<file path="config.mk">
export PLATFORM = sky130hd
export DESIGN_NAME = printf_format_tokenizer
export DESIGN_NICKNAME = d
export VERILOG_FILES = /design/src/design/pft_pkg.sv /design/src/design/pft_front.sv /design/src/design/pft_fifo.sv /design/src/design/pft_back.sv /design/src/design/printf_format_tokenizer.sv
export SDC_FILE = /design/constraint.sdc
export NUM_CORES = 1
export LEC_CHECK = 0
export BUFFER_PORTS_ARGS = -buffer_cell sky130_fd_sc_hd__buf_4
export CAP_MARGIN = 25
export CORE_UTILIZATION = 48
export CTS_CLUSTER_DIAMETER = 40
export DETAILED_ROUTE_END_ITERATION = 10
export PLACE_DENSITY_LB_ADDON = 0.15
export SLEW_MARGIN = 20
export SYNTH_ARGS = -nofsm -noshare
export SYNTH_HDL_FRONTEND = slang
export SYNTH_SLANG_ARGS = --single-unit
</file>
<file path="constraint.sdc">
create_clock -name clk -period 10.9 [get_ports clk]
set_input_delay 0.545 -clock clk [delete_from_list [all_inputs] [get_ports clk]]
set_output_delay 0.545 -clock clk [all_outputs]
set_load 0.1 [all_outputs]
</file>
<file path="src/design/pft_pkg.sv">
// Shared types, codes and character classification for the format string tokenizer.
package pft_pkg;

  localparam int COUNT_BITS_DEF = 16;
  localparam int FIFO_DEPTH     = 4;
  localparam int OUT_NUM_BITS   = 16;
  localparam int OUT_TDATA_W    = 64;

  typedef enum logic [2:0] {
    KIND_TEXT    = 3'd0,
    KIND_INT     = 3'd1,
    KIND_FLOAT   = 3'd2,
    KIND_CHAR    = 3'd3,
    KIND_STRING  = 3'd4,
    KIND_POINTER = 3'd5,
    KIND_SCANSET = 3'd6,
    KIND_ERROR   = 3'd7
  } kind_t;

  typedef enum logic [2:0] {
    BASE_NONE = 3'd0,
    BASE_SDEC = 3'd1,
    BASE_UOCT = 3'd2,
    BASE_UDEC = 3'd3,
    BASE_UHEX = 3'd4
  } base_t;

  typedef enum logic [2:0] {
    LEN_NONE = 3'd0,
    LEN_H    = 3'd1,
    LEN_HH   = 3'd2,
    LEN_L    = 3'd3,
    LEN_LL   = 3'd4,
    LEN_BIGL = 3'd5,
    LEN_J    = 3'd6,
    LEN_T    = 3'd7
  } len_t;

  typedef enum logic [1:0] {
    ERR_NONE       = 2'd0,
    ERR_BAD_LETTER = 2'd1,
    ERR_END_SPEC   = 2'd2,
    ERR_END_SET    = 2'd3
  } err_t;

  localparam int FLAG_ALT   = 0;
  localparam int FLAG_ZERO  = 1;
  localparam int FLAG_LEFT  = 2;
  localparam int FLAG_SPACE = 3;
  localparam int FLAG_PLUS  = 4;
  localparam int FLAG_STAR  = 5;

  localparam logic [7:0] CH_HASH  = 8'h23;
  localparam logic [7:0] CH_ZERO  = 8'h30;
  localparam logic [7:0] CH_NINE  = 8'h39;
  localparam logic [7:0] CH_MINUS = 8'h2D;
  localparam logic [7:0] CH_SPACE = 8'h20;
  localparam logic [7:0] CH_PLUS  = 8'h2B;
  localparam logic [7:0] CH_STAR  = 8'h2A;
  localparam logic [7:0] CH_DOT   = 8'h2E;
  localparam logic [7:0] CH_PCT   = 8'h25;
  localparam logic [7:0] CH_LBRK  = 8'h5B;
  localparam logic [7:0] CH_CARET = 8'h5E;
  localparam logic [7:0] CH_RBRK  = 8'h5D;
  localparam logic [7:0] CH_LOW_H = 8'h68;
  localparam logic [7:0] CH_LOW_L = 8'h6C;
  localparam logic [7:0] CH_UP_L  = 8'h4C;
  localparam logic [7:0] CH_LOW_J = 8'h6A;
  localparam logic [7:0] CH_LOW_T = 8'h74;

  // One classified input byte as it travels from the front to the back.
  typedef struct packed {
    logic [7:0] chr;
    logic       last;
    logic       is_digit;
    logic [3:0] digit;
    logic [4:0] flag_mask;
    logic       conv_ok;
    kind_t      conv_kind;
    base_t      conv_base;
  } byte_info_t;

  // One result item.
  typedef struct packed {
    kind_t                   kind;
    base_t                   base;
    logic [5:0]              flags;
    logic [OUT_NUM_BITS-1:0] fw;
    logic [OUT_NUM_BITS-1:0] prec;
    len_t                    len;
    logic [7:0]              text_char;
    logic                    new_run;
    err_t                    err;
    logic                    ends;
  } result_t;

  function automatic byte_info_t classify(input logic [7:0] c, input logic last);
    byte_info_t info;
    info.chr       = c;
    info.last      = last;
    info.is_digit  = (c >= CH_ZERO) && (c <= CH_NINE);
    info.digit     = 4'(c - CH_ZERO);
    info.flag_mask = '0;
    info.conv_ok   = 1'b1;
    info.conv_kind = KIND_ERROR;
    info.conv_base = BASE_NONE;
    case (c)
      CH_HASH:  info.flag_mask[FLAG_ALT]   = 1'b1;
      CH_ZERO:  info.flag_mask[FLAG_ZERO]  = 1'b1;
      CH_MINUS: info.flag_mask[FLAG_LEFT]  = 1'b1;
      CH_SPACE: info.flag_mask[FLAG_SPACE] = 1'b1;
      CH_PLUS:  info.flag_mask[FLAG_PLUS]  = 1'b1;
      default: ;
    endcase
    case (c) inside
      "d", "i":                               begin
        info.conv_kind = KIND_INT;
        info.conv_base = BASE_SDEC;
      end
      "o":                                    begin
        info.conv_kind = KIND_INT;
        info.conv_base = BASE_UOCT;
      end
      "u":                                    begin
        info.conv_kind = KIND_INT;
        info.conv_base = BASE_UDEC;
      end
      "x", "X":                               begin
        info.conv_kind = KIND_INT;
        info.conv_base = BASE_UHEX;
      end
      "e", "E", "f", "F", "g", "G", "a", "A": info.conv_kind = KIND_FLOAT;
      "c":                                    info.conv_kind = KIND_CHAR;
      "s":                                    info.conv_kind = KIND_STRING;
      "p":                                    info.conv_kind = KIND_POINTER;
      default:                                info.conv_ok   = 1'b0;
    endcase
    return info;
  endfunction

endpackage

</file>
<file path="src/design/pft_front.sv">
// Input stage: accepts bytes, classifies them and registers the classified item.
module pft_front import pft_pkg::*; (
  input  logic       clk,
  input  logic       rst_n,
  input  logic       in_tvalid,
  output logic       in_tready,
  input  logic [7:0] in_tdata,   // [7:0] char_byte
  input  logic       in_tlast,
  output logic       fe_valid,
  output byte_info_t fe_info,
  input  logic       fe_ready
);

  logic       fe_valid_r;
  byte_info_t fe_info_r;

  assign in_tready = !fe_valid_r || fe_ready;

  always_ff @(posedge clk) begin
    if (!rst_n) begin
      fe_valid_r <= 1'b0;
    end else if (in_tready) begin
      fe_valid_r <= in_tvalid;
    end
  end

  always_ff @(posedge clk) begin
    if (in_tvalid && in_tready) begin
      fe_info_r <= classify(in_tdata, in_tlast);
    end
  end

  assign fe_valid = fe_valid_r;
  assign fe_info  = fe_info_r;

endmodule

</file>
<file path="src/design/pft_fifo.sv">
// Short queue of classified items between the front and the back.
module pft_fifo import pft_pkg::*; (
  input  logic       clk,
  input  logic       rst_n,
  input  logic       push_valid,
  output logic       push_ready,
  input  byte_info_t push_info,
  output logic       pop_valid,
  input  logic       pop_ready,
  output byte_info_t pop_info
);

  localparam int PTR_W = (FIFO_DEPTH > 1) ? $clog2(FIFO_DEPTH) : 1;
  localparam int CNT_W = $clog2(FIFO_DEPTH + 1);

  byte_info_t             entry_r [FIFO_DEPTH];
  logic [PTR_W-1:0]       wr_ptr_r, wr_ptr_nxt;
  logic [PTR_W-1:0]       rd_ptr_r, rd_ptr_nxt;
  logic [CNT_W-1:0]       count_r, count_nxt;
  logic                   do_push, do_pop;

  assign push_ready = (count_r != CNT_W'(FIFO_DEPTH));
  assign pop_valid  = (count_r != '0);
  assign pop_info   = entry_r[rd_ptr_r];
  assign do_push    = push_valid && push_ready;
  assign do_pop     = pop_valid && pop_ready;

  always_comb begin
    wr_ptr_nxt = wr_ptr_r;
    rd_ptr_nxt = rd_ptr_r;
    count_nxt  = count_r;
    if (do_push) begin
      wr_ptr_nxt = (wr_ptr_r == PTR_W'(FIFO_DEPTH - 1)) ? '0 : wr_ptr_r + 1'b1;
    end
    if (do_pop) begin
      rd_ptr_nxt = (rd_ptr_r == PTR_W'(FIFO_DEPTH - 1)) ? '0 : rd_ptr_r + 1'b1;
    end
    if (do_push && !do_pop) begin
      count_nxt = count_r + 1'b1;
    end else if (do_pop && !do_push) begin
      count_nxt = count_r - 1'b1;
    end
  end

  always_ff @(posedge clk) begin
    if (!rst_n) begin
      wr_ptr_r <= '0;
      rd_ptr_r <= '0;
      count_r  <= '0;
    end else begin
      wr_ptr_r <= wr_ptr_nxt;
      rd_ptr_r <= rd_ptr_nxt;
      count_r  <= count_nxt;
    end
  end

  always_ff @(posedge clk) begin
    if (do_push) begin
      entry_r[wr_ptr_r] <= push_info;
    end
  end

`ifndef SYNTHESIS
  a_count_bound: assert property (@(posedge clk) disable iff (!rst_n)
    count_r <= CNT_W'(FIFO_DEPTH))
    else $error("queue fill count beyond its depth");

  a_count_step: assert property (@(posedge clk) disable iff (!rst_n)
    (do_push && !do_pop) |=> (count_r == $past(count_r) + 1'b1))
    else $error("queue fill count did not grow on a lone push");
`endif

endmodule

</file>
<file path="src/design/pft_back.sv">
// Parser back end: walks the specifier state machine and holds the result register.
module pft_back import pft_pkg::*; #(
  parameter int COUNT_BITS = COUNT_BITS_DEF
) (
  input  logic                   clk,
  input  logic                   rst_n,
  input  logic                   q_valid,
  output logic                   q_ready,
  input  byte_info_t             q_info,
  output logic                   out_tvalid,
  input  logic                   out_tready,
  output logic [OUT_TDATA_W-1:0] out_tdata,  // kind, base, flags, width, prec, len, char, error
  output logic                   out_tuser,  // [0] new_text_run
  output logic                   out_tlast
);

  typedef enum logic [11:0] {
    PH_TEXT      = 12'b0000_0000_0001,
    PH_FLAGS     = 12'b0000_0000_0010,
    PH_WIDTH     = 12'b0000_0000_0100,
    PH_PREC_OPEN = 12'b0000_0000_1000,
    PH_PREC      = 12'b0000_0001_0000,
    PH_LEN       = 12'b0000_0010_0000,
    PH_LEN_H     = 12'b0000_0100_0000,
    PH_LEN_L     = 12'b0000_1000_0000,
    PH_CONV      = 12'b0001_0000_0000,
    PH_SET_OPEN  = 12'b0010_0000_0000,
    PH_SET_CARET = 12'b0100_0000_0000,
    PH_SET_BODY  = 12'b1000_0000_0000
  } phase_t;

  phase_t                phase_r, phase_nxt;
  logic [5:0]            flags_r, flags_nxt;
  logic [COUNT_BITS-1:0] wc_r, wc_nxt;
  logic [COUNT_BITS-1:0] pc_r, pc_nxt;
  len_t                  len_r, len_nxt;
  logic                  run_r, run_nxt;

  logic [COUNT_BITS+3:0] wc_mul, pc_mul;
  logic [COUNT_BITS-1:0] wc_add, pc_add;
  logic [OUT_NUM_BITS-1:0] wc_out, pc_out;

  phase_t ph;
  logic   done, emit, with_fields;
  kind_t  e_kind;
  base_t  e_base;
  logic [7:0] e_char;
  logic   e_new_run;
  err_t   e_err;

  result_t res, res_r;
  logic    out_valid_r;
  logic    pop;

  assign q_ready = !out_valid_r || out_tready;
  assign pop     = q_valid && q_ready;

  // Saturating decimal accumulation: cnt*10 + digit.
  assign wc_mul = ({4'b0, wc_r} << 3) + ({4'b0, wc_r} << 1) + (COUNT_BITS + 4)'(q_info.digit);
  assign pc_mul = ({4'b0, pc_r} << 3) + ({4'b0, pc_r} << 1) + (COUNT_BITS + 4)'(q_info.digit);
  assign wc_add = (|wc_mul[COUNT_BITS+3:COUNT_BITS]) ? '1 : wc_mul[COUNT_BITS-1:0];
  assign pc_add = (|pc_mul[COUNT_BITS+3:COUNT_BITS]) ? '1 : pc_mul[COUNT_BITS-1:0];

  always_comb begin
    ph          = PH_TEXT;
    done        = 1'b0;
    emit        = 1'b0;
    with_fields = 1'b0;
    e_kind      = KIND_TEXT;
    e_base      = BASE_NONE;
    e_char      = '0;
    e_new_run   = 1'b0;
    e_err       = ERR_NONE;
    flags_nxt   = flags_r;
    wc_nxt      = wc_r;
    pc_nxt      = pc_r;
    len_nxt     = len_r;
    run_nxt     = run_r;

    case (phase_r)
      PH_TEXT, PH_FLAGS, PH_WIDTH, PH_PREC_OPEN, PH_PREC, PH_LEN, PH_LEN_H, PH_LEN_L,
      PH_CONV, PH_SET_OPEN, PH_SET_CARET, PH_SET_BODY: ph = phase_r;
      default: ph = PH_TEXT;
    endcase

    // The phases below fall through in order, so one byte may walk several of them.
    if (ph == PH_TEXT) begin
      done = 1'b1;
      if (q_info.chr == CH_PCT) begin
        flags_nxt = '0;
        wc_nxt    = '0;
        pc_nxt    = '0;
        len_nxt   = LEN_NONE;
        ph        = PH_FLAGS;
      end else begin
        emit      = 1'b1;
        e_char    = q_info.chr;
        e_new_run = !run_r;
        run_nxt   = 1'b1;
      end
    end

    if (!done && ph == PH_FLAGS) begin
      if (q_info.flag_mask != '0) begin
        flags_nxt = flags_r | {1'b0, q_info.flag_mask};
        done      = 1'b1;
      end else begin
        ph = PH_WIDTH;
        if (q_info.chr == CH_STAR) begin
          flags_nxt[FLAG_STAR] = 1'b1;
          done = 1'b1;
        end
      end
    end

    if (!done && ph == PH_WIDTH) begin
      if (q_info.is_digit) begin
        wc_nxt = wc_add;
        done   = 1'b1;
      end else if (q_info.chr == CH_DOT) begin
        ph   = PH_PREC_OPEN;
        done = 1'b1;
      end else begin
        ph = PH_LEN;
      end
    end

    if (!done && ph == PH_PREC_OPEN) begin
      if (q_info.chr == CH_STAR) begin
        flags_nxt[FLAG_STAR] = 1'b1;
        ph   = PH_LEN;
        done = 1'b1;
      end else begin
        ph = PH_PREC;
      end
    end

    if (!done && ph == PH_PREC) begin
      if (q_info.is_digit) begin
        pc_nxt = pc_add;
        done   = 1'b1;
      end else begin
        ph = PH_LEN;
      end
    end

    if (!done && ph == PH_LEN) begin
      done = 1'b1;
      case (q_info.chr)
        CH_LOW_H: begin
          len_nxt = LEN_H;
          ph      = PH_LEN_H;
        end
        CH_LOW_L: begin
          len_nxt = LEN_L;
          ph      = PH_LEN_L;
        end
        CH_UP_L: begin
          len_nxt = LEN_BIGL;
          ph      = PH_CONV;
        end
        CH_LOW_J: begin
          len_nxt = LEN_J;
          ph      = PH_CONV;
        end
        CH_LOW_T: begin
          len_nxt = LEN_T;
          ph      = PH_CONV;
        end
        default: begin
          ph   = PH_CONV;
          done = 1'b0;
        end
      endcase
    end

    if (!done && ph == PH_LEN_H) begin
      ph = PH_CONV;
      if (q_info.chr == CH_LOW_H) begin
        len_nxt = LEN_HH;
        done    = 1'b1;
      end
    end

    if (!done && ph == PH_LEN_L) begin
      ph = PH_CONV;
      if (q_info.chr == CH_LOW_L) begin
        len_nxt = LEN_LL;
        done    = 1'b1;
      end
    end

    if (!done && ph == PH_CONV) begin
      done = 1'b1;
      if (q_info.chr == CH_PCT) begin
        // A percent pair is a literal percent sign that joins any open text run.
        ph        = PH_TEXT;
        emit      = 1'b1;
        e_char    = CH_PCT;
        e_new_run = !run_r;
        run_nxt   = 1'b1;
      end else if (q_info.chr == CH_LBRK) begin
        ph = PH_SET_OPEN;
      end else if (q_info.conv_ok) begin
        ph          = PH_TEXT;
        run_nxt     = 1'b0;
        emit        = 1'b1;
        with_fields = 1'b1;
        e_kind      = q_info.conv_kind;
        e_base      = q_info.conv_base;
      end else begin
        ph      = PH_TEXT;
        run_nxt = 1'b0;
        emit    = 1'b1;
        e_kind  = KIND_ERROR;
        e_err   = ERR_BAD_LETTER;
      end
    end

    // The first member of a scanset may be ']' and does not close it.
    if (!done && ph == PH_SET_OPEN) begin
      done = 1'b1;
      ph   = (q_info.chr == CH_CARET) ? PH_SET_CARET : PH_SET_BODY;
    end

    if (!done && ph == PH_SET_CARET) begin
      done = 1'b1;
      ph   = PH_SET_BODY;
    end

    if (!done && ph == PH_SET_BODY) begin
      if (q_info.chr == CH_RBRK) begin
        ph          = PH_TEXT;
        run_nxt     = 1'b0;
        emit        = 1'b1;
        with_fields = 1'b1;
        e_kind      = KIND_SCANSET;
      end
    end

    // The last byte of a string always yields a result and returns to reset state.
    if (q_info.last && !emit) begin
      emit        = 1'b1;
      with_fields = 1'b0;
      e_kind      = KIND_ERROR;
      e_char      = '0;
      e_new_run   = 1'b0;
      e_base      = BASE_NONE;
      e_err       = (ph == PH_SET_OPEN || ph == PH_SET_CARET || ph == PH_SET_BODY) ?
                    ERR_END_SET : ERR_END_SPEC;
    end

    phase_nxt = ph;
    if (q_info.last) begin
      phase_nxt = PH_TEXT;
    end
  end

  generate
    if (COUNT_BITS > OUT_NUM_BITS) begin : g_clamp
      assign wc_out = (|wc_nxt[COUNT_BITS-1:OUT_NUM_BITS]) ? '1 : wc_nxt[OUT_NUM_BITS-1:0];
      assign pc_out = (|pc_nxt[COUNT_BITS-1:OUT_NUM_BITS]) ? '1 : pc_nxt[OUT_NUM_BITS-1:0];
    end else begin : g_extend
      assign wc_out = OUT_NUM_BITS'(wc_nxt);
      assign pc_out = OUT_NUM_BITS'(pc_nxt);
    end
  endgenerate

  always_comb begin
    res.kind      = e_kind;
    res.base      = e_base;
    res.flags     = with_fields ? flags_nxt : '0;
    res.fw        = with_fields ? wc_out : '0;
    res.prec      = with_fields ? pc_out : '0;
    res.len       = with_fields ? len_nxt : LEN_NONE;
    res.text_char = e_char;
    res.new_run   = e_new_run;
    res.err       = e_err;
    res.ends      = q_info.last;
  end

  always_ff @(posedge clk) begin
    if (!rst_n) begin
      phase_r <= PH_TEXT;
      flags_r <= '0;
      wc_r    <= '0;
      pc_r    <= '0;
      len_r   <= LEN_NONE;
      run_r   <= 1'b0;
    end else if (pop) begin
      phase_r <= phase_nxt;
      if (q_info.last) begin
        flags_r <= '0;
        wc_r    <= '0;
        pc_r    <= '0;
        len_r   <= LEN_NONE;
        run_r   <= 1'b0;
      end else begin
        flags_r <= flags_nxt;
        wc_r    <= wc_nxt;
        pc_r    <= pc_nxt;
        len_r   <= len_nxt;
        run_r   <= run_nxt;
      end
    end
  end

  always_ff @(posedge clk) begin
    if (!rst_n) begin
      out_valid_r <= 1'b0;
    end else if (pop && emit) begin
      out_valid_r <= 1'b1;
    end else if (out_tready) begin
      out_valid_r <= 1'b0;
    end
  end

  always_ff @(posedge clk) begin
    if (pop && emit) begin
      res_r <= res;
    end
  end

  assign out_tvalid = out_valid_r;
  assign out_tdata  = {7'b0, res_r.err, res_r.text_char, res_r.len, res_r.prec, res_r.fw,
                       res_r.flags, res_r.base, res_r.kind};
  assign out_tuser  = res_r.new_run;
  assign out_tlast  = res_r.ends;

`ifndef SYNTHESIS
  a_last_resets: assert property (@(posedge clk) disable iff (!rst_n)
    (pop && q_info.last) |=> (phase_r == PH_TEXT && wc_r == '0 && !run_r))
    else $error("parser state not cleared after the last byte of a string");

  a_conv_breaks_run: assert property (@(posedge clk) disable iff (!rst_n)
    (pop && emit && e_kind != KIND_TEXT) |=> !run_r)
    else $error("text run still open after a conversion or error item");
`endif

endmodule

</file>
<file path="src/design/printf_format_tokenizer.sv">
// Each byte is classified and registered, queued, then parsed into the result register.
// Throughput: one byte per cycle unless the output stalls; the parser back end consumes one queued byte
// per cycle whenever its output register is empty or being drained.
// A four-entry queue between the classifier and the parser absorbs output stalls.
// Reset (rst_n low, synchronous) empties the queue and output register and puts
// the parser in the text phase with all pending specifier fields cleared.
module printf_format_tokenizer import pft_pkg::*; #(
  parameter int COUNT_BITS = COUNT_BITS_DEF
) (
  input  logic                   clk,
  input  logic                   rst_n,
  input  logic                   in_tvalid,
  output logic                   in_tready,
  input  logic [7:0]             in_tdata,   // [7:0] char_byte
  input  logic                   in_tlast,
  output logic                   out_tvalid,
  input  logic                   out_tready,
  // [2:0] token_kind, [5:3] number_base, [11:6] flag_bits, [27:12] width,
  // [43:28] precision_value, [46:44] length_code, [54:47] text_char, [56:55] error_code
  output logic [OUT_TDATA_W-1:0] out_tdata,
  output logic                   out_tuser,  // [0] new_text_run
  output logic                   out_tlast
);

  logic       fe_valid, fe_ready;
  byte_info_t fe_info;
  logic       q_valid, q_ready;
  byte_info_t q_info;

  pft_front u_front (
    .clk       (clk),
    .rst_n     (rst_n),
    .in_tvalid (in_tvalid),
    .in_tready (in_tready),
    .in_tdata  (in_tdata),
    .in_tlast  (in_tlast),
    .fe_valid  (fe_valid),
    .fe_info   (fe_info),
    .fe_ready  (fe_ready)
  );

  pft_fifo u_fifo (
    .clk        (clk),
    .rst_n      (rst_n),
    .push_valid (fe_valid),
    .push_ready (fe_ready),
    .push_info  (fe_info),
    .pop_valid  (q_valid),
    .pop_ready  (q_ready),
    .pop_info   (q_info)
  );

  pft_back #(
    .COUNT_BITS (COUNT_BITS)
  ) u_back (
    .clk        (clk),
    .rst_n      (rst_n),
    .q_valid    (q_valid),
    .q_ready    (q_ready),
    .q_info     (q_info),
    .out_tvalid (out_tvalid),
    .out_tready (out_tready),
    .out_tdata  (out_tdata),
    .out_tuser  (out_tuser),
    .out_tlast  (out_tlast)
  );

endmodule

</file>
## Word level (Yosys, flattened, before mapping)

Memories as Yosys holds them, arrays and structs flattened. A register that Yosys moved wholly into a read port is not among the register bits.
Index checks and enable logic that the tools add are counted.

| word-level totals | value |
|---|---|
| bits in registers | 148 |
| latch bits | 0 |
| RAM bits | 104 |
| bits in read-only memories | 0 |
| input bits | 13 |
| output and inout port bits | 68 |
| logic and storage cells | 306 |
| memories kept | 1 |

Memories:

| memory | words | width | read ports | clocked after memory_dff | wr ports | line | source |
|---|---|---|---|---|---|---|---|
| u_fifo.entry_r | 4 | 26 | 1 | 1 | 1 | pft_fifo.sv:16 | `byte_info_t entry_r [FIFO_DEPTH];` |

| operators by class | value |
|---|---|
| $add $sub $neg | 9 |
| multiply operators | 0 |
| div/mod/pow operators | 0 |
| magnitude comparators | 2 |
| equal/unequal tests | 63 |
| shifts and indexed selects | 0 |
| mux-type cells | 141 |
| bitwise gates (word level) | 3 |
| reductions and logical operators | 56 |

Operators with widths:

| kind | number |
|---|---|
| two-way mux 12 bit | 21 |
| equality test 8 x 7 -> 1 bit (second input constant) | 25 |
| two-way mux 16 bit | 12 |
| equality test 8 x 6 -> 1 bit (second input constant) | 8 |
| two-way mux 1 bit | 63 |
| two-way mux 3 bit | 17 |
| adder 19 x 17 -> 20 bit | 2 |
| adder 20 x 4 -> 20 bit | 2 |
| equality test 12 x 10 -> 1 bit (second input constant) | 3 |
| equality test 12 x 11 -> 1 bit (second input constant) | 3 |
| equality test 12 bit (second input constant) | 3 |
| two-way mux 6 bit | 6 |
| two-way mux 8 bit | 4 |
| two-way mux 2 bit | 14 |
| equality test 12 x 1 -> 1 bit (second input constant) | 2 |
| equality test 12 x 2 -> 1 bit (second input constant) | 2 |
| equality test 12 x 3 -> 1 bit (second input constant) | 2 |
| equality test 12 x 4 -> 1 bit (second input constant) | 2 |
| equality test 12 x 5 -> 1 bit (second input constant) | 2 |
| equality test 12 x 6 -> 1 bit (second input constant) | 2 |
| equality test 12 x 7 -> 1 bit (second input constant) | 2 |
| equality test 12 x 8 -> 1 bit (second input constant) | 2 |
| equality test 12 x 9 -> 1 bit (second input constant) | 2 |
| logical AND 1 bit | 19 |
| 27 further kinds | 54 |

## Longest topological paths before layout

Gate-level depths: netlist (run 1).

| logic depth | value |
|---|---|
| depth in word-level cells | 43 |
| mapped depth | 18 |
| depth with buffers taken out | 13 |

## Hierarchy

Synthesis (run 1) repeated with hierarchy kept, for this count alone.

| unflattened totals | value |
|---|---|
| cell total of the unflattened synthesis | 1050 |
| area, all modules | 12617.1 µm² |

By module, submodules not included:

| module | instances | cells an instance | area each (µm²) | seq. area each (µm²) |
|---|---|---|---|---|
| pft_back | 1 | 774 | 7287.0 | 2872.8 |
| pft_fifo | 1 | 187 | 4232.8 | 3303.2 |
| pft_front | 1 | 89 | 1097.3 | 680.7 |

## Least setup slack after synthesis (run 1)

OpenSTA, ideal clock, no wires.

| timing path | value |
|---|---|
| path kind | register to register |
| from | register (tool-made name) |
| to | register u_back.res_r (netlist bit u_back.out_tdata[0]) (enable) |
| arrival time | 5578 ps |
| data required time | 10424 ps |
| slack | 4845 ps |
| stages on the path, launching flop included | 11 |
| buffers on the path | 2 |
| cell sequence | dfxtp_1 > buf_2 > buf_6 > mux4_2 > or4_4 > o31ai_4 > o211ai_4 > or3_4 > o32ai_4 > a211oi_1 > nor2_1 |

RTL lines:

| what | line | source |
|---|---|---|
| end signal: assignment | pft_back.sv:320 | `res_r <= res;` |
| end: declaration | pft_back.sv:51 | `result_t res, res_r;` |

==> results of run 1 <==
==> registers in the layout, summed over array words and instances, names as in the netlist, 2 cells and up, named ones only <==
signal / flops
u_back.flags_r: 6
u_back.len_r: 3
u_back.out_tdata: 57
u_back.pc_r: 16
u_back.phase_r: 12
u_back.wc_r: 16
u_fifo.count_r: 3
u_fifo.entry_r: 88
u_fifo.rd_ptr_r: 2
u_fifo.wr_ptr_r: 2
u_front.fe_info: 22
==> critical path, delay by kind of cell, from the launching register on <==
family                 cells  cell delay [ns]
flip-flops                 1             0.30
AO/OA/AOI/OAI              3             0.83
buffers and inverters      2             0.98
multiplexers               1             0.64
AND/OR/NAND/NOR            5             2.13
==> power by group <==
part	internal (mW)	leakage [nW]	total [mW]	switching [mW]
combinational	0.298	2.48	1.51	1.22
clock	0.733	0.593	1.16	0.424
sequential	1.15	2.12	1.21	0.0592
==> area by class of cell <==
cell class	count	area share [%]
timing repair buffer	86	4.57
tap	324	2.87
inverter	21	0.558
clock buffer	44	7.03
clock inverter	22	1.74
multi-input combinational	739	38.1
sequential	234	45.1
==> kinds of logic (layout without fill, tap and decap cells) <==
family	Yosys count	in the layout	share of synthesized area (%)
flops	234	234	52.8
simple gates	346	346	15.2
other cells	1	7	0.0310
mux	26	26	4.44
fa+ha+maj	73	73	7.87
xor+xnor	28	28	2.03
compound gates	259	259	14.6
buf+inv	83	173	3.04
==> layout by cell type (no fill, tap or decap), types with 9 or more instances in the layout <==
cell / netlist / layout
edfxtp_1: 169 / 169
nor2_1: 92 / 91
buf_4: 8 / 86
a21oi_1: 69 / 69
ha_1: 68 / 68
dfxtp_1: 65 / 65
o21ai_0: 63 / 63
nand3_1: 51 / 51
nand2_1: 47 / 46
clkbuf_16: 0 / 38
nor2b_1: 34 / 34
o2bb2ai_1: 30 / 30
mux4_2: 22 / 22
inv_1: 21 / 21
nor3_1: 21 / 20
xnor2_1: 18 / 18
nor4_1: 16 / 15
and2_1: 14 / 12
a21o_1: 11 / 11
xor2_1: 10 / 10
or3_1: 10 / 10
a21boi_0: 9 / 9
==> per-layer routing <==
| layer | up-vias | global-route usage, % | share of wire [%] |
|---|---|---|---|
| met3 | 57 | 3.59 | 5.8 |
| met1 | 4083 | 27.8 | 43 |
| li1 | 4143 | - | - |
| met4 | 0 | 8.61 | 3.2 |
| met5 | - | 0 | 0 |
| met2 | 263 | 36.3 | 48 |
==> cells in the mapped netlist (all sizes together) (10+ instances only) <==
library cell  instances
edfxtp              169
nor2                 92
a21oi                69
ha                   68
dfxtp                65
o21ai                63
nand3                51
nand2                47
clkbuf               42
nor2b                34
o2bb2ai              30
mux4                 22
nor3                 22
inv                  21
buf                  20
nor4                 18
xnor2                18
and2                 14
a21o                 11
or3                  11
a21boi               10
xor2                 10
==> final timing paths <==
check                                  startpoint  cells past startpoint  slack, ns                    to
worst max register to register           register                     11       5.62  u_back.out_tdata[24]
worst min register to register  u_back.flags_r[3]                      2       0.47     u_back.flags_r[3]
worst min-delay path                     in_tlast                      1       0.21   u_front.fe_info[17]
worst max-delay path                     register                     11       5.62  u_back.out_tdata[24]
==> summary.md, run 1 <==
| Metric | Value |
|---|---|
| Fin cells | `1,470` |
| Rows | `57` |
| Cell count after synthesis | `1,050` |
| DRC Markers | `0` |
| Largest net degree at the start of global routing | `44` |
| Critical path cell sequence | `buf_4 > mux4_2 > or4b_1 > or3_1 > a21oi_1 > o32a_1 > nor4b_2 > or2_2 > a211oi_1 > nor2_4 > buf_4` |
| Maxcap violations | `0` |
| Synth cell types | `81` |
| I/O pin cnt | `81` |
| Leak pwr | `5.19 nW` |
| Netlist Area Pre-Place | `12,100 um2` |
| Crit path DAT | `5.42 ns` |
| Syn-to-layout area delta | `17.0%` |
| Placed Area | `12,900 um2` |
| WS Path Type | `register to register` |
| Pwr/cell area | `274 nW/um2` |
| Pre-antenna DRT Iters | `5` |
| Clk_lat worst skew | `0.52 ns` |
| Fin crit share | `48.5%` |
| # placed instances | `1,404` |
| First-pass GRT wire length | `44,300 um` |
| CTS buffer count | `36` |
| Clk root buf | `clkbuf_16` |
| Largest cells by area after synthesis | `edfxtp_1 42%, dfxtp_1 11%, ha_1 7.0%` |
| Chip width | `161 um` |
| Layout net count | `1,204` |
| Final setup skew | `0.0219 ns` |
| Share of cells above drive strength 1 | `17.1%` |
| Post-synth EDFFs | `169` |
| Worst hold slack | `0.215 ns` |
| Final setup violation count | `0` |
| Vias | `8,546` |
| Critical path launch point type | `register` |
| Post-synth top area cell | `edfxtp_1` |
| Antenna Violating Nets Remaining | `0` |
| Worst setup EP type | `register` |
| CTS clk-pin slew, worst paths | `0.05 ns` |
| Layout fillers | `2,062` |
| Top cell by count, worst path | `buf_4` |
| Multi-input gate area | `5390 um2` |
| Die height | `161 um` |
| Core ar. | `24,500 um2` |
| Minimum clock period | `5.28 ns` |
| Final WS setup | `5.62 ns` |
| Vias in the first global route | `8,340` |
| Cell area after layout | `14,100 um2` |
| Register Area | `6380 um2` |
| Setup Fix Bufs, Post-CTS | `0` |
| CTS Hold Bufs | `0` |
| Die area | `25,800 um2` |
| Class of the worst hold path | `primary input to register` |
| CTS tree | `yes` |
| Synth Register Bits | `234` |
| Share of the core filled with cells | `57.6%` |
| Post-synth ARST share | `0%` |
| Fin. Hold Viols | `0` |
| # diodes | `0` |
| Fmax | `189 MHz` |
| Total Routing Usage GR | `21.6%` |
| DRT Wirelength | `27,500 um` |
| Crit path max fanout | `43` |
| CTS Buffer Depth | `3` |
| CP required | `11.04 ns` |
| Peak VDD IR | `220 uV` |
| Placement Setup Slack | `5.64 ns` |
| RSZ-0062 raised after global routing | `false` |
| Outcome | `finished clean` |
| Post-cts resize count | `0` |
| Routed wire per std cell | `18.7 um` |
| CTS H-tree lvls | `2` |
| Initial antenna violation count | `0` |
| Slowest stage cell, crit path | `mux4_2` |
| Top-area cell type share of the netlist area | `42.0%` |
| Total negative slack | `0 ns` |
| Port Buffer Count | `73` |
| Iteration-0 DRC Markers | `557` |
| CP max stage delay | `0.64 ns` |
| Vias per Instance | `5.81` |
| Post-synth top flop | `edfxtp_1` |
| Global route overflow | `0` |
| Syn_area_per_cell | `11.5 um2` |
| Initial Utilization | `49.2%` |
| Max-slew violation count | `0` |
| Power Total | `3.88 mW` |
| Final RePlAce weighted congestion | `0.888` |
| Register area share after synthesis | `52.8%` |
| Slew margin rel. | `33.0%` |
| Worst-margin pin slew | `1.00 ns` |
| Yosys warnings | `0` |
| CTS sink cnt | `234` |
| DP HPWL | `19,000 um` |
Note: power is estimated with default switching activity, not from simulation.
==> run 2, diff against run 1 <==
==> constraint.sdc (replaced) <==
create_clock -name clk -period 4.43 [get_ports clk]
set_input_delay 0.2215 -clock clk [delete_from_list [all_inputs] [get_ports clk]]
set_output_delay 0.2215 -clock clk [all_outputs]
set_load 0.1 [all_outputs]
==> run 2 against run 1 <==
Effect of this change: register-to-register slack got worse by 5.4 ns; count of clock-buffer cells in the layout decreased by 5; core utilization increased by 1.5 points; clock power increased by 120%; worst hold slack got worse by 0.19 ns; maximum frequency increased by 26%; non-clock buffer count increased by 52; sequential share of layout area decreased by 1.1 points; global-route usage increased by 0.30 points; critical path depth increased by 1; critical path type unchanged.
==> summary.md, run 2 (synthesis gave the netlist of run 1 again) <==
| Metric | Value |
|---|---|
| Class of the worst hold path | `primary input to register` |
| Chip width | `161 um (unchanged)` |
| Cell family contributing the most delay on the critical path | `compound AO/OA/AOI/OAI gates` |
| Critical path capture point | `u_back.out_tdata[33]` |
| CP required | `4.67 ns (-6.37 ns)` |
| Critical path launch point type | `register` |
| Largest net degree at the start of global routing | `46 (+4.5%)` |
| Max-slew violation count | `0 (unchanged)` |
| Peak VDD IR | `601 uV (+170%)` |
| Die height | `161 um (unchanged)` |
| CTS tree | `yes` |
| WS Path Type | `register to register` |
| Syn-to-layout area delta | `20.1%` |
| Share of the core filled with cells | `59.1% (+1.5 points)` |
| Top cell by count, worst path | `o21ai_0` |
| FF-to-FF End | `u_back.out_tdata[33]` |
| R2r setup slk | `0.23 ns (-5.39 ns)` |
| Fin. Hold Viols | `0 (unchanged)` |
| Biggest register | `u_fifo.entry_r` |
| Initial Utilization | `49.2% (unchanged)` |
| Total negative slack | `0 ns (unchanged)` |
| I/O pin cnt | `81 (unchanged)` |
| Commonest non-fill, non-tap cells in the layout | `169 x edfxtp_1, 125 x buf_4, 91 x nor2_1, 68 x a21oi_1, 68 x ha_1` |
| Global route overflow | `0 (unchanged)` |
| Clk_lat worst skew | `0.51 ns (about the same)` |
| CTS buffer count | `34 (-5.6%)` |
| CTS Buffer Depth | `3 (unchanged)` |
| CTS sink cnt | `234 (unchanged)` |
| Slowest stage cell, crit path | `mux4_2` |
| Vias in the first global route | `8,600 (+3.1%)` |
| CP max stage delay | `0.59 ns (-0.05 ns)` |
| DRC Markers | `0 (unchanged)` |
| Number of flip-flops in the largest register | `88 (unchanged)` |
| Fmax | `238 MHz (+26%)` |
| DP HPWL | `19,700 um (+3.8%)` |
| Minimum clock period | `4.20 ns (-1.08 ns)` |
| Worst setup EP type | `register` |
| Crit path max fanout | `24 (-44%)` |
| Final setup violation count | `0 (unchanged)` |
| Layout net count | `1,254 (+4.2%)` |
| Routed wire per std cell | `18.3 um (-2.0%)` |
| R2R depth | `12 (+1)` |
| Final RePlAce weighted congestion | `0.961 (+8.2%)` |
| Stages on worst setup path | `12 (+1)` |
| Worst-margin pin slew | `0.855 ns (-0.146 ns)` |
| Power Total | `9.40 mW (+140%)` |
| Outcome | `finished clean` |
| Die area | `25,800 um2 (unchanged)` |
| # diodes | `0 (unchanged)` |
| Crit path DAT | `4.44 ns (-0.98 ns)` |
| Final setup skew | `0.0196 ns (-0.00232 ns)` |
| Total Routing Usage GR | `21.9% (+0.30 points)` |
| DRT Wirelength | `27,900 um (+1.2%)` |
| RSZ-0062 raised after global routing | `false` |
| Slew margin rel. | `42.4% (+9.4 points)` |
| Maxcap violations | `0 (unchanged)` |
| Pre-antenna DRT Iters | `5 (unchanged)` |
| Leak pwr | `5.42 nW (+4.4%)` |
| CTS clk-pin slew, worst paths | `0.05 ns (about the same)` |
| Commonest non-fill, non-tap cell in the layout | `edfxtp_1` |
| Critical path cell sequence | `mux4_2 > fa_1 > ha_1 > a21o_1 > a21oi_2 > o21ai_0 > a2111oi_2 > o21ai_0 > or4_1 > o311a_2 > o21ai_0 > a21oi_1` |
| Worst hold slack | `0.0240 ns (-0.191 ns)` |
| CTS H-tree lvls | `2 (unchanged)` |
| Vias | `8,757 (+2.5%)` |
| Buf/Inv on CP | `0 (-2)` |
| Pwr/cell area | `648 nW/um2 (+140%)` |
| Iteration-0 DRC Markers | `615 (+10%)` |
| Vias per Instance | `5.77 (-0.77%)` |
| Antenna Violating Nets Remaining | `0 (unchanged)` |
| Share of cells above drive strength 1 | `20.2% (+3.1 points)` |
| Initial antenna violation count | `0 (unchanged)` |
| First-pass GRT wire length | `44,800 um (+1.1%)` |
| Core ar. | `24,500 um2 (unchanged)` |
| Rows | `57 (unchanged)` |
| Fin crit share | `94.8% (+46 points)` |
| Clk root buf | `clkbuf_16` |
| Port Buffer Count | `73 (unchanged)` |
run 2: cell types whose count changed in the layout (fill, tap and decap cells not counted), moves of 2 or more:
cell,previous run,this run
dlygate4sd3_1,0,8
buf_12,0,3
buf_4,86,125
and2_1,12,14
clkinv_2,1,4
and2_2,2,0
a2111oi_0,3,1
clkinvlp_4,4,2
buf_8,0,2
clkbuf_16,38,34
run 2: worst min-delay path, stage by stage:
cell and delay (ns):
buf_4 0.08, inv_1 0.05, a21boi_0 0.13
run 2: worst min path at each step:
stage          slack [ns]        start  cells after the start                  end
2_1_floorplan        0.32  in_tdata[0]                      0  u_front.fe_info[12]
3_3_place_gp         0.40     in_tlast                      1  u_front.fe_info[17]
3_5_place_dp         0.40     in_tlast                      1  u_front.fe_info[17]
4_1_cts              0.02  in_tdata[1]                      1  u_front.fe_info[13]
5_1_grt              0.03  in_tdata[1]                      1  u_front.fe_info[13]
6_report             0.02    in_tvalid                      3     u_front.fe_valid
run 2: metal layers:
metal / vias to the layer above / GRT usage, % / share of wire, %
met1: 4186 / 29.1 / 45
met2: 252 / 35.9 / 47
li1: 4250 / - / -
met4: 0 / 9.00 / 3.5
met5: - / 0 / 0
met3: 69 / 3.36 / 4.9
run 2: what timing repair did:
item / CTS / global route
endpoints found under the hold margin: 8 / 0
resized for setup: 3 / 6
setup buffers: 0 / 1
pin swaps: 1 / 3
setup endpoints to repair: 20 / 29
hold buffers: 8 / 0
run 2: final cells by class:
| class | instances | area, um2 |
|---|---|---|
| clock buffers | 39 | 880 |
| clock inverters | 23 | 226 |
| fillers | 2091 | 10000 |
| inverters | 21 | 78.8 |
| multi-input cells | 739 | 5420 |
| flip-flops and latches | 234 | 6380 |
| well taps | 324 | 405 |
| repair buffers | 138 | 1110 |
run 2: through the flow:
stage          instances  worst slack [ns]  cell area [um2]
6_report            1518             0.232            14500
5_1_grt             1518           0.00638            14500
4_1_cts             1517            0.0375            14500
3_5_place_dp        1447           -0.0773            13300
3_3_place_gp        1445            0.0293            13200
2_1_floorplan       1056            0.0267            12100
run 2: where the power goes:
group | switching (mW) | total [mW] | internal, mW
clock network | 1.01 | 2.59 | 1.58
registers | 0.140 | 2.96 | 2.82
logic | 3.02 | 3.85 | 0.824
total | 4.18 | 9.40 | 5.23
==> run 3, diff against run 2 <==
--- a/config.mk
+++ b/config.mk
@@ -6,7 +6,7 @@
 export NUM_CORES = 1
 export LEC_CHECK = 0
 export BUFFER_PORTS_ARGS = -buffer_cell sky130_fd_sc_hd__buf_4
-export CAP_MARGIN = 25
+export CAP_MARGIN = 0
 export CORE_UTILIZATION = 48
 export CTS_CLUSTER_DIAMETER = 40
 export DETAILED_ROUTE_END_ITERATION = 10
==> constraint.sdc (replaced) <==
create_clock -name clk -period 4.2 [get_ports clk]
set_input_delay 0.21 -clock clk [delete_from_list [all_inputs] [get_ports clk]]
set_output_delay 0.21 -clock clk [all_outputs]
set_load 0.1 [all_outputs]
==> run 3 against run 2 <==
Effect of this change: clock power is 11% higher; largest power group unchanged; register-to-register slack worse by 0.07 ns; critical endpoint is now u_back.out_tdata[37]; critical path depth increased by 1; sequential share of layout area fell by 1.0 points; cell count grew 1.1%; design area rose by 2.3%.
==> summary.md, run 3 (synthesis gave the netlist of run 1 again) <==
| Metric | Value |
|---|---|
| CTS Buffer Depth | `3 (unchanged)` |
| WS Path Type | `register to register` |
| Peak VDD IR | `541 uV (-10%)` |
| Slew margin rel. | `56.3% (+14 points)` |
| Vias per Instance | `5.68 (-1.5%)` |
| Critical path launch point type | `register` |
| Met2 wire len | `13,400 um (+3.1%)` |
| Fin. Hold Viols | `0 (unchanged)` |
| Biggest register | `u_fifo.entry_r` |
| Class of the worst hold path | `primary input to register` |
| Initial antenna violation count | `0 (unchanged)` |
| Worst-margin pin slew | `0.649 ns (-0.206 ns)` |
| Crit path DAT | `4.28 ns (-0.16 ns)` |
| Clk root buf | `clkbuf_16` |
| Layout net count | `1,271 (+1.4%)` |
| DRC Markers | `0 (unchanged)` |
| Worst setup EP type | `register` |
| CTS buffer count | `35 (+2.9%)` |
| Final setup skew | `0.0198 ns (+0.000243 ns)` |
| Syn-to-layout area delta | `22.9%` |
| Layout fillers | `2,005 (-4.1%)` |
| Iteration-0 DRC Markers | `517 (-16%)` |
| First-pass GRT wire length | `44,600 um (-0.36%)` |
| Fin cells | `1,534 (+1.1%)` |
| Largest net degree at the start of global routing | `37 (-20%)` |
| # diodes | `0 (unchanged)` |
| Max-slew violation count | `0 (unchanged)` |
| Core ar. | `24,500 um2 (unchanged)` |
| Placement Setup Slack | `0.0197 ns (+0.0970 ns)` |
| # placed instances | `1,455 (+0.55%)` |
| Cell area after layout | `14,800 um2 (+2.3%)` |
| Global route overflow | `0 (unchanged)` |
| Commonest non-fill, non-tap cell in the layout | `edfxtp_1` |
| I/O pin cnt | `81 (unchanged)` |
| Final RePlAce weighted congestion | `0.915 (-4.8%)` |
| Port Buffer Count | `73 (unchanged)` |
| CTS sink cnt | `234 (unchanged)` |
| Initial Utilization | `49.2% (unchanged)` |
| CTS clk-pin slew, worst paths | `0.06 ns (about the same)` |
| Die area | `25,800 um2 (unchanged)` |
| Chip width | `161 um (unchanged)` |
| Commonest non-fill, non-tap cells in the layout | `169 x edfxtp_1, 135 x buf_4, 91 x nor2_1, 68 x a21oi_1` |
| Fmax | `247 MHz (+3.9%)` |
| Total Routing Usage GR | `21.7% (-0.19 points)` |
| Share of cells above drive strength 1 | `22.4% (+2.2 points)` |
| Vias in the first global route | `8,663 (+0.73%)` |
| Pwr/cell area | `681 nW/um2 (+5.0%)` |
| Die height | `161 um (unchanged)` |
| CP max stage delay | `0.60 ns (about the same)` |
| Rows | `57 (unchanged)` |
| Final WS setup | `0.158 ns (-0.0732 ns)` |
| Final setup violation count | `0 (unchanged)` |
| Maxcap violations | `0 (unchanged)` |
| Total negative slack | `0 ns (unchanged)` |
| DRT Wirelength | `27,700 um (-0.70%)` |
| Fin crit share | `96.2% (+1.5 points)` |
| Vias | `8,716 (-0.47%)` |
| CTS tree | `yes` |
| CTS H-tree lvls | `2 (unchanged)` |
| Critical path cell sequence | `mux4_2 > fa_1 > ha_1 > a21o_1 > a21oi_4 > o21ai_2 > a2111oi_4 > o21ai_0 > or4_1 > o311a_1 > buf_6 > o21ai_1 > a21oi_1` |
| CP required | `4.44 ns (-0.23 ns)` |
| Minimum clock period | `4.04 ns (-0.157 ns)` |
| Placed Area | `13,400 um2 (+0.54%)` |
| Register Area | `6380 um2 (unchanged)` |
| Leak pwr | `5.55 nW (+2.3%)` |
| Multi-input gate area | `5570 um2 (+2.7%)` |
| Share of the core filled with cells | `60.5% (+1.4 points)` |
| Top Metal Used | `met4` |
| DP HPWL | `19,600 um (-0.82%)` |
| Metal3 WL | `1240 um (-9.8%)` |
| Number of flip-flops in the largest register | `88 (unchanged)` |
| WL met1 | `12,300 um (-2.2%)` |
| Outcome | `finished clean` |
| Pre-antenna DRT Iters | `4 (-1)` |
| Slowest stage cell, crit path | `fa_1` |
| Routed wire per std cell | `18.0 um (-1.7%)` |
| Clk_lat worst skew | `0.51 ns (about the same)` |
| Crit path max fanout | `16 (-33%)` |
| Antenna Violating Nets Remaining | `0 (unchanged)` |
## run 3: layer usage
metal	vias to the layer above	GRT usage, %
li1	4284	-
met1	4166	27.9
met5	-	0
met4	0	8.87
met3	53	3.33
met2	213	36.7
## run 3: repair_timing
action / CTS / global route
hold buffers: 10 / 0
gates resized for setup: 1 / 40
setup endpoints to repair: 1 / 53
setup buffers: 0 / 6
hold endpoints to repair: 10 / 0
cloned: 0 / 1
pin swaps: 0 / 8
## run 3: worst max-delay path, delay by kind of cell (launching register included)
kind,cells,cell delay [ns]
AOI/OAI and AO/OA,8,1.37
adders and majority gates,2,0.85
muxes,1,0.59
and+or+nand+nor,1,0.41
DFF,1,0.36
buffers and inverters,1,0.17
## run 3: final timing paths
check / start / depth (start not counted) / slack [ns] / endpoint
worst max register to register: register / 13 / 0.16 / u_back.out_tdata[37]
worst min-delay path: out_tready / 4 / 0.04 / u_back.out_tvalid
worst min register to register: u_back.flags_r[0] / 2 / 0.47 / u_back.flags_r[0]
worst max-delay path: register / 13 / 0.16 / u_back.out_tdata[37]
## run 3: final cells by class
cell class | count | area share [%]
Clock buffer | 39 | 6.29
Clock inverter | 23 | 1.65
Inverter | 21 | 0.531
Multi-Input combinational cell | 739 | 37.5
Sequential cell | 234 | 43.0
Tap cell | 324 | 2.73
Timing Repair Buffer | 154 | 8.26
## run 3: per-stage QoR
step                power, mW  hold slack (ns)
finish                   10.1           0.0436
floorplan                6.31            0.309
global route             10.5           0.0907
CTS                      10.2           0.0492
global placement         7.24            0.389
detailed placement       7.25            0.389
## run 3: power by group
part           leakage (nW)  switching, mW  internal, mW
logic                  2.85           3.18         0.920
registers              2.12          0.147          2.98
clock network         0.571           1.06          1.82
